### src/design/clsu_pkg.sv
// Shared types and constants for the cable lock sequencer unit.
// No dependencies; used by every module of the block.
package clsu_pkg;

  // Configuration register indexes
  typedef enum logic [1:0] {
    CFG_WAKE_TICKS   = 2'd0,
    CFG_DRIVE_TICKS  = 2'd1,
    CFG_UNPLUG_TICKS = 2'd2
  } cfg_idx_e;

  localparam int unsigned CfgIdxW   = 2;
  localparam int unsigned CfgDataW  = 16;
  localparam int unsigned WakeW     = 8;
  localparam int unsigned CountW    = 16;

  // Register values after reset
  localparam logic [WakeW-1:0]  WakeTicksRst   = 8'd1;
  localparam logic [CountW-1:0] DriveTicksRst  = 16'd500;
  localparam logic [CountW-1:0] UnplugTicksRst = 16'd1000;

  typedef struct packed {
    logic [WakeW-1:0]  wake_ticks;
    logic [CountW-1:0] drive_ticks;
    logic [CountW-1:0] unplug_ticks;
  } cfg_t;

  typedef struct packed {
    logic pilot_high;
    logic button_high;
  } in_item_t;

  typedef struct packed {
    logic motor_awake;
    logic motor_dir;
    logic motor_drive;
    logic relay_closed;
    logic led_on;
    logic standby_req;
  } out_item_t;

endpackage

### src/design/cable_lock_sequencer_unit.sv
// Cable lock sequencer unit: top level with input and result registers.
// Input transaction to result transaction passes the input register, then the result register.
// Throughput: one tick per cycle unless output stalls; phase update is a single counter compare.
// Reset (rst_ni low, asynchronous): phase idle, tick count 0, direction 0, both stages empty,
// wake_ticks 1, drive_ticks 500, unplug_ticks 1000.
// Depends on clsu_pkg, clsu_cfg_regs and clsu_phase_fsm.
module cable_lock_sequencer_unit (
  input  logic                           clk_i,
  input  logic                           rst_ni,
  input  logic                           cfg_we_i,
  input  logic [clsu_pkg::CfgIdxW-1:0]   cfg_idx_i,
  input  logic [clsu_pkg::CfgDataW-1:0]  cfg_wdata_i,
  input  logic                           in_valid_i,
  output logic                           in_ready_o,
  input  clsu_pkg::in_item_t             in_item_i,
  output logic                           out_valid_o,
  input  logic                           out_ready_i,
  output clsu_pkg::out_item_t            out_item_o
);
  import clsu_pkg::*;

  cfg_t       cfg;
  in_item_t   in_q;
  logic       in_v_q;
  out_item_t  out_q, result;
  logic       out_v_q;
  logic       advance;

  clsu_cfg_regs u_cfg (
    .clk_i       (clk_i),
    .rst_ni      (rst_ni),
    .cfg_we_i    (cfg_we_i),
    .cfg_idx_i   (cfg_idx_i),
    .cfg_wdata_i (cfg_wdata_i),
    .cfg_o       (cfg)
  );

  // Step the held tick when the result register can take it
  assign advance    = in_v_q && (!out_v_q || out_ready_i);
  assign in_ready_o = !in_v_q || advance;

  clsu_phase_fsm u_fsm (
    .clk_i    (clk_i),
    .rst_ni   (rst_ni),
    .step_i   (advance),
    .item_i   (in_q),
    .cfg_i    (cfg),
    .result_o (result)
  );

  // Input register: load each accepted transaction
  always_ff @(posedge clk_i or negedge rst_ni) begin
    if (!rst_ni) begin
      in_v_q <= 1'b0;
    end else if (in_ready_o) begin
      in_v_q <= in_valid_i;
    end
  end

  always_ff @(posedge clk_i) begin
    if (in_valid_i && in_ready_o) begin
      in_q <= in_item_i;
    end
  end

  // Result register: hold until taken, refill on advance
  always_ff @(posedge clk_i or negedge rst_ni) begin
    if (!rst_ni) begin
      out_v_q <= 1'b0;
    end else if (advance) begin
      out_v_q <= 1'b1;
    end else if (out_ready_i) begin
      out_v_q <= 1'b0;
    end
  end

  always_ff @(posedge clk_i) begin
    if (advance) begin
      out_q <= result;
    end
  end

  assign out_valid_o = out_v_q;
  assign out_item_o  = out_q;

endmodule

### src/design/clsu_cfg_regs.sv
// Configuration register bank of the cable lock sequencer unit.
// Depends on clsu_pkg for the register indexes and the cfg_t struct.
module clsu_cfg_regs (
  input  logic                             clk_i,
  input  logic                             rst_ni,
  input  logic                             cfg_we_i,
  input  logic [clsu_pkg::CfgIdxW-1:0]     cfg_idx_i,
  input  logic [clsu_pkg::CfgDataW-1:0]    cfg_wdata_i,
  output clsu_pkg::cfg_t                   cfg_o
);
  import clsu_pkg::*;

  cfg_t cfg_q;

  // Write the addressed register; unknown indexes are dropped
  always_ff @(posedge clk_i or negedge rst_ni) begin
    if (!rst_ni) begin
      cfg_q.wake_ticks   <= WakeTicksRst;
      cfg_q.drive_ticks  <= DriveTicksRst;
      cfg_q.unplug_ticks <= UnplugTicksRst;
    end else if (cfg_we_i) begin
      case (cfg_idx_e'(cfg_idx_i))
        CFG_WAKE_TICKS:   cfg_q.wake_ticks   <= cfg_wdata_i[WakeW-1:0];
        CFG_DRIVE_TICKS:  cfg_q.drive_ticks  <= cfg_wdata_i[CountW-1:0];
        CFG_UNPLUG_TICKS: cfg_q.unplug_ticks <= cfg_wdata_i[CountW-1:0];
        default: ;
      endcase
    end
  end

  assign cfg_o = cfg_q;

endmodule

### src/design/clsu_phase_fsm.sv
// Phase sequencer: phase state, saturating tick counter and motor direction.
// Depends on clsu_pkg; produces the result of the tick being stepped.
module clsu_phase_fsm (
  input  logic                 clk_i,
  input  logic                 rst_ni,
  input  logic                 step_i,
  input  clsu_pkg::in_item_t   item_i,
  input  clsu_pkg::cfg_t       cfg_i,
  output clsu_pkg::out_item_t  result_o
);
  import clsu_pkg::*;

  typedef enum logic [2:0] {
    PH_IDLE      = 3'd0,
    PH_WAKE_ENG  = 3'd1,
    PH_DRIVE_ENG = 3'd2,
    PH_LOCKED    = 3'd3,
    PH_WAKE_DIS  = 3'd4,
    PH_DRIVE_DIS = 3'd5,
    PH_WAIT_LOW  = 3'd6,
    PH_WAIT_HIGH = 3'd7
  } phase_e;

  phase_e              ph_q, ph_d;
  logic [CountW-1:0]   cnt_q, cnt_d;
  logic                dir_q, dir_d;
  logic [CountW-1:0]   cnt_inc;
  logic                wake_done, drive_done;

  // Saturating increment and end-of-phase compares
  assign cnt_inc    = (cnt_q == '1) ? cnt_q : cnt_q + CountW'(1);
  assign wake_done  = cnt_q >= CountW'(cfg_i.wake_ticks);
  assign drive_done = cnt_q >= cfg_i.drive_ticks;

  // Next phase for the tick in hand
  always_comb begin
    ph_d  = ph_q;
    cnt_d = cnt_q;
    dir_d = dir_q;
    case (ph_q)
      PH_IDLE: begin
        if (!item_i.pilot_high) begin
          ph_d  = PH_WAKE_ENG;
          cnt_d = CountW'(1);
        end
      end
      PH_WAKE_ENG, PH_WAKE_DIS: begin
        if (wake_done) begin
          dir_d = (ph_q == PH_WAKE_ENG);
          ph_d  = (ph_q == PH_WAKE_ENG) ? PH_DRIVE_ENG : PH_DRIVE_DIS;
          cnt_d = CountW'(1);
        end else begin
          cnt_d = cnt_inc;
        end
      end
      PH_DRIVE_ENG, PH_DRIVE_DIS: begin
        if (drive_done) begin
          ph_d  = (ph_q == PH_DRIVE_ENG) ? PH_LOCKED : PH_WAIT_LOW;
          cnt_d = '0;
        end else begin
          cnt_d = cnt_inc;
        end
      end
      PH_LOCKED: begin
        if (!item_i.button_high) begin
          ph_d  = PH_WAKE_DIS;
          cnt_d = CountW'(1);
        end
      end
      PH_WAIT_LOW: begin
        if (item_i.pilot_high) begin
          ph_d  = PH_WAIT_HIGH;
          cnt_d = '0;
        end
      end
      PH_WAIT_HIGH: begin
        if (!item_i.pilot_high) begin
          ph_d  = PH_WAIT_LOW;
          cnt_d = '0;
        end else if (cnt_inc >= cfg_i.unplug_ticks) begin
          ph_d  = PH_IDLE;
          cnt_d = '0;
        end else begin
          cnt_d = cnt_inc;
        end
      end
      default: begin
        ph_d  = PH_IDLE;
        cnt_d = '0;
      end
    endcase
  end

  // Hold state; advance only on a stepped tick
  always_ff @(posedge clk_i or negedge rst_ni) begin
    if (!rst_ni) begin
      ph_q  <= PH_IDLE;
      cnt_q <= '0;
      dir_q <= 1'b0;
    end else if (step_i) begin
      ph_q  <= ph_d;
      cnt_q <= cnt_d;
      dir_q <= dir_d;
    end
  end

  // Decode outputs from the new phase
  always_comb begin
    result_o.motor_awake  = (ph_d == PH_WAKE_ENG) || (ph_d == PH_WAKE_DIS) ||
                            (ph_d == PH_DRIVE_ENG) || (ph_d == PH_DRIVE_DIS);
    result_o.motor_dir    = dir_d;
    result_o.motor_drive  = (ph_d == PH_DRIVE_ENG) || (ph_d == PH_DRIVE_DIS);
    result_o.relay_closed = (ph_d == PH_LOCKED);
    result_o.led_on       = (ph_d == PH_LOCKED);
    result_o.standby_req  = (ph_d == PH_IDLE) && item_i.pilot_high;
  end

endmodule
### config.mk
export PLATFORM = sky130hd
export DESIGN_NAME = cable_lock_sequencer_unit
export DESIGN_NICKNAME = d
export VERILOG_FILES = /design/src/design/clsu_pkg.sv /design/src/design/cable_lock_sequencer_unit.sv /design/src/design/clsu_cfg_regs.sv /design/src/design/clsu_phase_fsm.sv
export SDC_FILE = /design/constraint.sdc
export NUM_CORES = 1
export LEC_CHECK = 0
export BUFFER_PORTS_ARGS = -buffer_cell sky130_fd_sc_hd__buf_2
export CORE_MARGIN = 8
export CORE_UTILIZATION = 28
export DETAILED_ROUTE_END_ITERATION = 10
export GPL_TIMING_DRIVEN = 0
export PLACE_DENSITY_LB_ADDON = 0.1
export REMOVE_ABC_BUFFERS = 1
export SLEW_MARGIN = 10
export SYNTH_ARGS = -nofsm -noshare
export SYNTH_HDL_FRONTEND = slang
export SYNTH_HIERARCHICAL = 1
export SYNTH_SLANG_ARGS = --single-unit
### constraint.sdc
create_clock -name clk_i -period 5.7 [get_ports clk_i]
set_clock_uncertainty 0.15 [all_clocks]
set_input_delay 1.14 -clock clk_i [delete_from_list [all_inputs] [get_ports clk_i]]
set_output_delay 1.14 -clock clk_i [all_outputs]
set_load 0.005 [all_outputs]
* Word-level counts from Yosys, hierarchy flattened
Cells that the tools add are included.
Storage, ports and cells: register bits after elaboration 69, bits of input ports 25, word-level logic and storage cells 81
Cells by class: add/sub/neg operators 1, order comparisons 3, eq/ne operators 18, mux-type cells 23, reductions and logical operators 21
Operators with widths (number):
- 16-bit 2-to-1 mux | 8
- 16-bit case mux with 6 select lines | 1
- 16-bit greater-or-equal comparator | 2
- 3-bit 2-to-1 mux | 9
- 3-bit == test, second input constant | 6
- 3-bit case mux with 6 select lines | 1
- 16-bit by 1-bit adder with 16-bit output, second input constant | 1
- 16-bit == test, second input constant | 1
- 16-bit by 8-bit greater-or-equal comparator with 1-bit output | 1
- 3-bit by 2-bit == test with 1-bit output, second input constant | 4
- 3-bit by 1-bit == test with 1-bit output, second input constant | 2
- 3-bit zero test | 2
- 1-bit logical OR | 6
- 2-bit != test, second input constant | 3
- 2-bit AND reduction | 3
- 1-bit 2-to-1 mux | 4
- 4-bit AND reduction | 1
- 2-bit OR reduction | 2
- 1-bit logical AND | 3
- 2-bit by 1-bit == test with 1-bit output, second input constant | 1
- 2-bit == test, second input constant | 1
- 1-bit zero test | 2
- 2-bit zero test | 1
- 2-bit nonzero test | 1

* Logic depth before layout (Yosys ltp)
depth after elaboration 10, depth in mapped cells 17, mapped depth without buffers 15

* Modules after synthesis
Netlist, hierarchy kept.
By module, submodules not included:
- clsu_phase_fsm | instances 1, cells an instance 335, area an instance 2627.5 µm²
- clsu_cfg_regs | instances 1, cells an instance 85, area an instance 1541.5 µm²
- cable_lock_sequencer_unit | instances 1, cells an instance 16, area an instance 344.1 µm²

* Least setup slack after synthesis
OpenSTA, ideal clock, no wires.
kind reg-to-reg, from register u_fsm.cnt_q[1], to register out_q, in the netlist out_item_o[2], data pin, setup time 0.251 ns, arrival 3.311 ns, data required time 5.299 ns, path slack 1.988 ns, stages on the path, launching flop included 18, period minus slack after synthesis 3.712 ns, path through dfrtp_1 > ha_1 > and2_1 > nand4_1 > or3_1 > buf_4 > and2_1 > nand3_1 > xnor2_1 > ha_1 > a21oi_1 > a211oi_1 > a211o_1 > a21o_1 > a21oi_1 > a21o_1 > nor2_1 > buf_4
RTL lines:
- start, declared | line clsu_phase_fsm.sv:25 | logic [CountW-1:0] cnt_q, cnt_d;
- start signal, assigned | line clsu_phase_fsm.sv:102 | cnt_q <= cnt_d;
- end signal, assigned | line cable_lock_sequencer_unit.sv:79 | out_q <= result;
- end, declared | line cable_lock_sequencer_unit.sv:25 | out_item_t out_q, result;

* Worst setup path in the final report
from register u_fsm.cnt_q[1], to register u_fsm.cnt_q[3]
On the way: cells in the longest elaborated chain, start to end 6
Ends and longest elaborated chain:
- 16-bit by 1-bit adder with 16-bit output / 16-bit == test (equally long branches) | line clsu_phase_fsm.sv:31 | assign cnt_inc = (cnt_q == '1) ? cnt_q : cnt_q + CountW'(1);
- 16-bit 2-to-1 mux | line clsu_phase_fsm.sv:31
- 16-bit greater-or-equal comparator | line clsu_phase_fsm.sv:80 | end else if (cnt_inc >= cfg_i.unplug_ticks) begin
- 16-bit 2-to-1 mux | line clsu_phase_fsm.sv:80
- 16-bit 2-to-1 mux | line clsu_phase_fsm.sv:77 | if (!item_i.pilot_high) begin
- 16-bit case mux with 6 select lines (*) | line clsu_phase_fsm.sv:40 | case (ph_q)
Mark *: on every way between the ends. The rest lies on a longest branch, timed or not. A chain may end at the register's enable or synchronous reset.

==> results.yml <==
power:
  clockPowerShare_pct: 33.7
  ir_drop_mv: 0.123
  p_int_mw: 1.26
  pwr-share-seq_pct: 37.3
  netSwitchingFraction_pct: 32.9
  p_sw_mw: 0.615
  combPwrFrac_pct: 29.0
  p_leak_nw: 2.48
  power_density_nw_per_um2: 356
worst_setup_path:
  crit_path_start_kind: "flop"
  crit_start: "u_fsm/cnt_q[1]"
  r2r-start: "u_fsm/cnt_q[1]"
  cp.arrival_ns: 4.78
  timing.critical_path.buf_inv: 1
  cp_max_fo: 18
  cpLargestDelayFamily: "simple AND/OR/NAND/NOR gates"
  path_cells: "ha_1, and2_1, nand4_1, nor3_1, nor3b_1, xnor2_1, inv_1, ha_1, nand4_1, nor3_1, a21oi_1, a211oi_4, nor2_1, a22o_1"
  crit_type: "reg2reg"
  crit_path_end_kind: "flop"
  cp_slowest_cell: "a211oi_4"
  critPathMaxStageDelay_ns: 0.80
  cp.required_ns: 5.79
detailed_routing:
  via_per_inst: 4.66
  drt_iter0_drc: 188
  dr.pass1.iters: 4
  routed-via-count: 3213
  ant_nets: 0
  drc_errors: 0
  wl_per_cell_um: 15.2
  wl_um: 10500
grt:
  grt_pass1_wl_um: 17300
  antenna_found_initial: 0
  grt_max_degree: 43
  gr-total-overflow: 0
  globalRouteTotalUtil_pct: 11.1
  grt_pass1_vias: 3235
synthesis:
  async_flop_share_pct: 88.6
  seq_area_frac_synth_pct: 40.1
  syn_inst: 436
  yosysTopAreaCell: "dfrtp_1"
  ys.flop_type: "dfrtp_1"
  synth_area_leaders: "dfrtp_1 (27%), ha_1 (11%), mux2_2 (10%)"
  yosys_warnings: 6
  yosys.area.top_type_share_pct: 27.2
  syn-cell-area_um2: 4510
  synth_edf_count: 8
  ys_ff_latch: 70
  syn-mean-instance-area_um2: 10.4
  synth.distinct_cells: 59
placed_design:
  io_buffers: 32
  dp_slack_ns: 0.957
  placed_cell_area_um2: 4930
  hpwlAfterDp_um: 7940
  gp_congestion: 0.779
worst_hold_path:
  hp-start: "u_cfg/cfg_o[30]"
  hold_class: "reg2reg"
clock_tree:
  cts.path.max_buffers: 2
  cts.sinks: 70
  cts_resized: 0
  cts_tree: "done"
  clk_pin_slew_ns: 0.06
  cts_buffers: 9
  post_cts_buffers: 0
  cts_hold_buf: 0
  cts_root_buf: "clkbuf_16"
  htree_levels: 3
  clk_latency_ns: 0.35
die:
  die_h_um: 143
  design.die.area_um2: 20400
  die_x_um: 143
  initial_utilization_pct: 28.5
  core_um2: 15800
  io_pins: 33
  row_count: 46
timing:
  slew_headroom_pct: 42.1
  period_minus_slack_ns: 4.69
  final-setup-viol-count: 0
  timing_max_transition_violations_final: 0
  hold_slack_ns: 0.355
  hold_violations: 0
  fin_ws_ns: 1.01
  worstMarginPinSlew_ns: 0.866
  period_share_pct: 82.4
  fmax_ghz: 0.213
  rsz0062_at_grt: "false"
cells_and_area:
  diodes: 0
  drive_gt1_share_pct: 26.4
  fin_nets: 535
  area_growth_syn_to_layout_pct: 16.6
  design_area_um2: 5260
  layout_common_cells: "inv_1 (53), dfrtp_1 (49), mux2_2 (42), ha_1 (41), nand2_1 (37)"
  mostFrequentLayoutCell: "inv_1"
outcome:
  status: "complete, no violations"
run:
  drv_cap: 0
## cells by family (layout without fill, tap and decap cells)
| logic type | Yosys count | after routing | share of synthesized area, % |
|---|---|---|---|
| multiplexers | 47 | 47 | 11.7 |
| AO/OA/AOI/OAI | 75 | 75 | 12.2 |
| buffers and inverters | 66 | 104 | 6.04 |
| adder cells (fa/ha/maj) | 41 | 41 | 11.4 |
| flip-flops | 70 | 70 | 40.1 |
| XOR/XNOR | 13 | 13 | 2.52 |
| AND/OR/NAND/NOR | 124 | 124 | 16.1 |
## synth_stat cells (6+ instances only)
cell type  instances
nand4_1            6
nor2_1            13
inv_1             53
o21ai_0           12
dfstp_2           13
dfrtp_1           49
nand2b_1           8
a21oi_1           15
xnor2_1            9
nand3_1           18
a21o_1             6
edfxtp_1           8
mux2_2            42
ha_1              41
o31ai_1           13
buf_4              6
nand2_1           37
## path summary, 6_finish.rpt
path / slack [ns] / cells past startpoint / end
min in group asynchronous: 0.54 / 1 / u_cfg/cfg_o[14]
worst min-delay path: 0.36 / 1 / u_cfg/cfg_o[30]
worst max register to register: 1.01 / 14 / u_fsm/cnt_q[3]
worst min register to register: 0.36 / 1 / u_cfg/cfg_o[30]
max in group asynchronous: 4.28 / 2 / u_cfg/cfg_o[32]
worst max-delay path: 1.01 / 14 / u_fsm/cnt_q[3]
## through the flow
| stage | setup TNS [ns] | total power, mW | cells | util (%) |
|---|---|---|---|---|
| 2_1_floorplan | 0 | 1.07 | 423 | - |
| 3_3_place_gp | -4.12 | 1.23 | 671 | 30.8 |
| 3_5_place_dp | 0 | 1.25 | 674 | 31.1 |
| 4_1_cts | 0 | 1.90 | 690 | 33.2 |
| 5_1_grt | 0 | 2.00 | 690 | 33.2 |
| 6_report | 0 | 1.87 | 690 | 33.2 |
## power by group through the flow
stage | clock, mW | sequential (mW) | combinational [mW]
global placement | 0 | 0.703 | 0.529
finish | 0.630 | 0.699 | 0.543
floorplan | 0 | 0.679 | 0.394
global route | 0.672 | 0.714 | 0.615
CTS | 0.650 | 0.699 | 0.553
detailed placement | 0 | 0.707 | 0.547
## flip-flops by register name (all words and copies together), names as in the netlist
| register | count |
|---|---|
| u_fsm/dir_q | 1 |
| out_item_o | 6 |
| in_v_q | 1 |
| u_fsm/cnt_q | 16 |
| u_fsm/ph_q | 3 |
| in_q | 2 |
| out_valid_o | 1 |
| u_cfg/cfg_o | 40 |
## worst reg2reg max path, stage by stage (launching register included)
cell and delay, ns:
dfrtp_1 0.46, ha_1 0.21, and2_1 0.20, nand4_1 0.20, nor3_1 0.71, nor3b_1 0.15, xnor2_1 0.25, inv_1 0.07
ha_1 0.32, nand4_1 0.17, nor3_1 0.31, a21oi_1 0.24, a211oi_4 0.80, nor2_1 0.10, a22o_1 0.26
## routing by layer
layer / GRT usage, % / wire length [µm]
met2: 16.4 / 4610
met1: 14.9 / 5350
met3: 2.17 / 280
met4: 5.93 / 265
met5: 0 / 0
## final cells by class
class                           instances  area (µm²)
Sequential cell                        70        1810
Inverter                               53         199
Timing Repair Buffer                   35         205
Clock buffer                           10         250
Fill cell                            1633       10600
Clock inverter                          6        82.6
Multi-Input combinational cell        300        2450
Tap cell                              216         270
No activity file was read; power rests on OpenSTA's default activity.
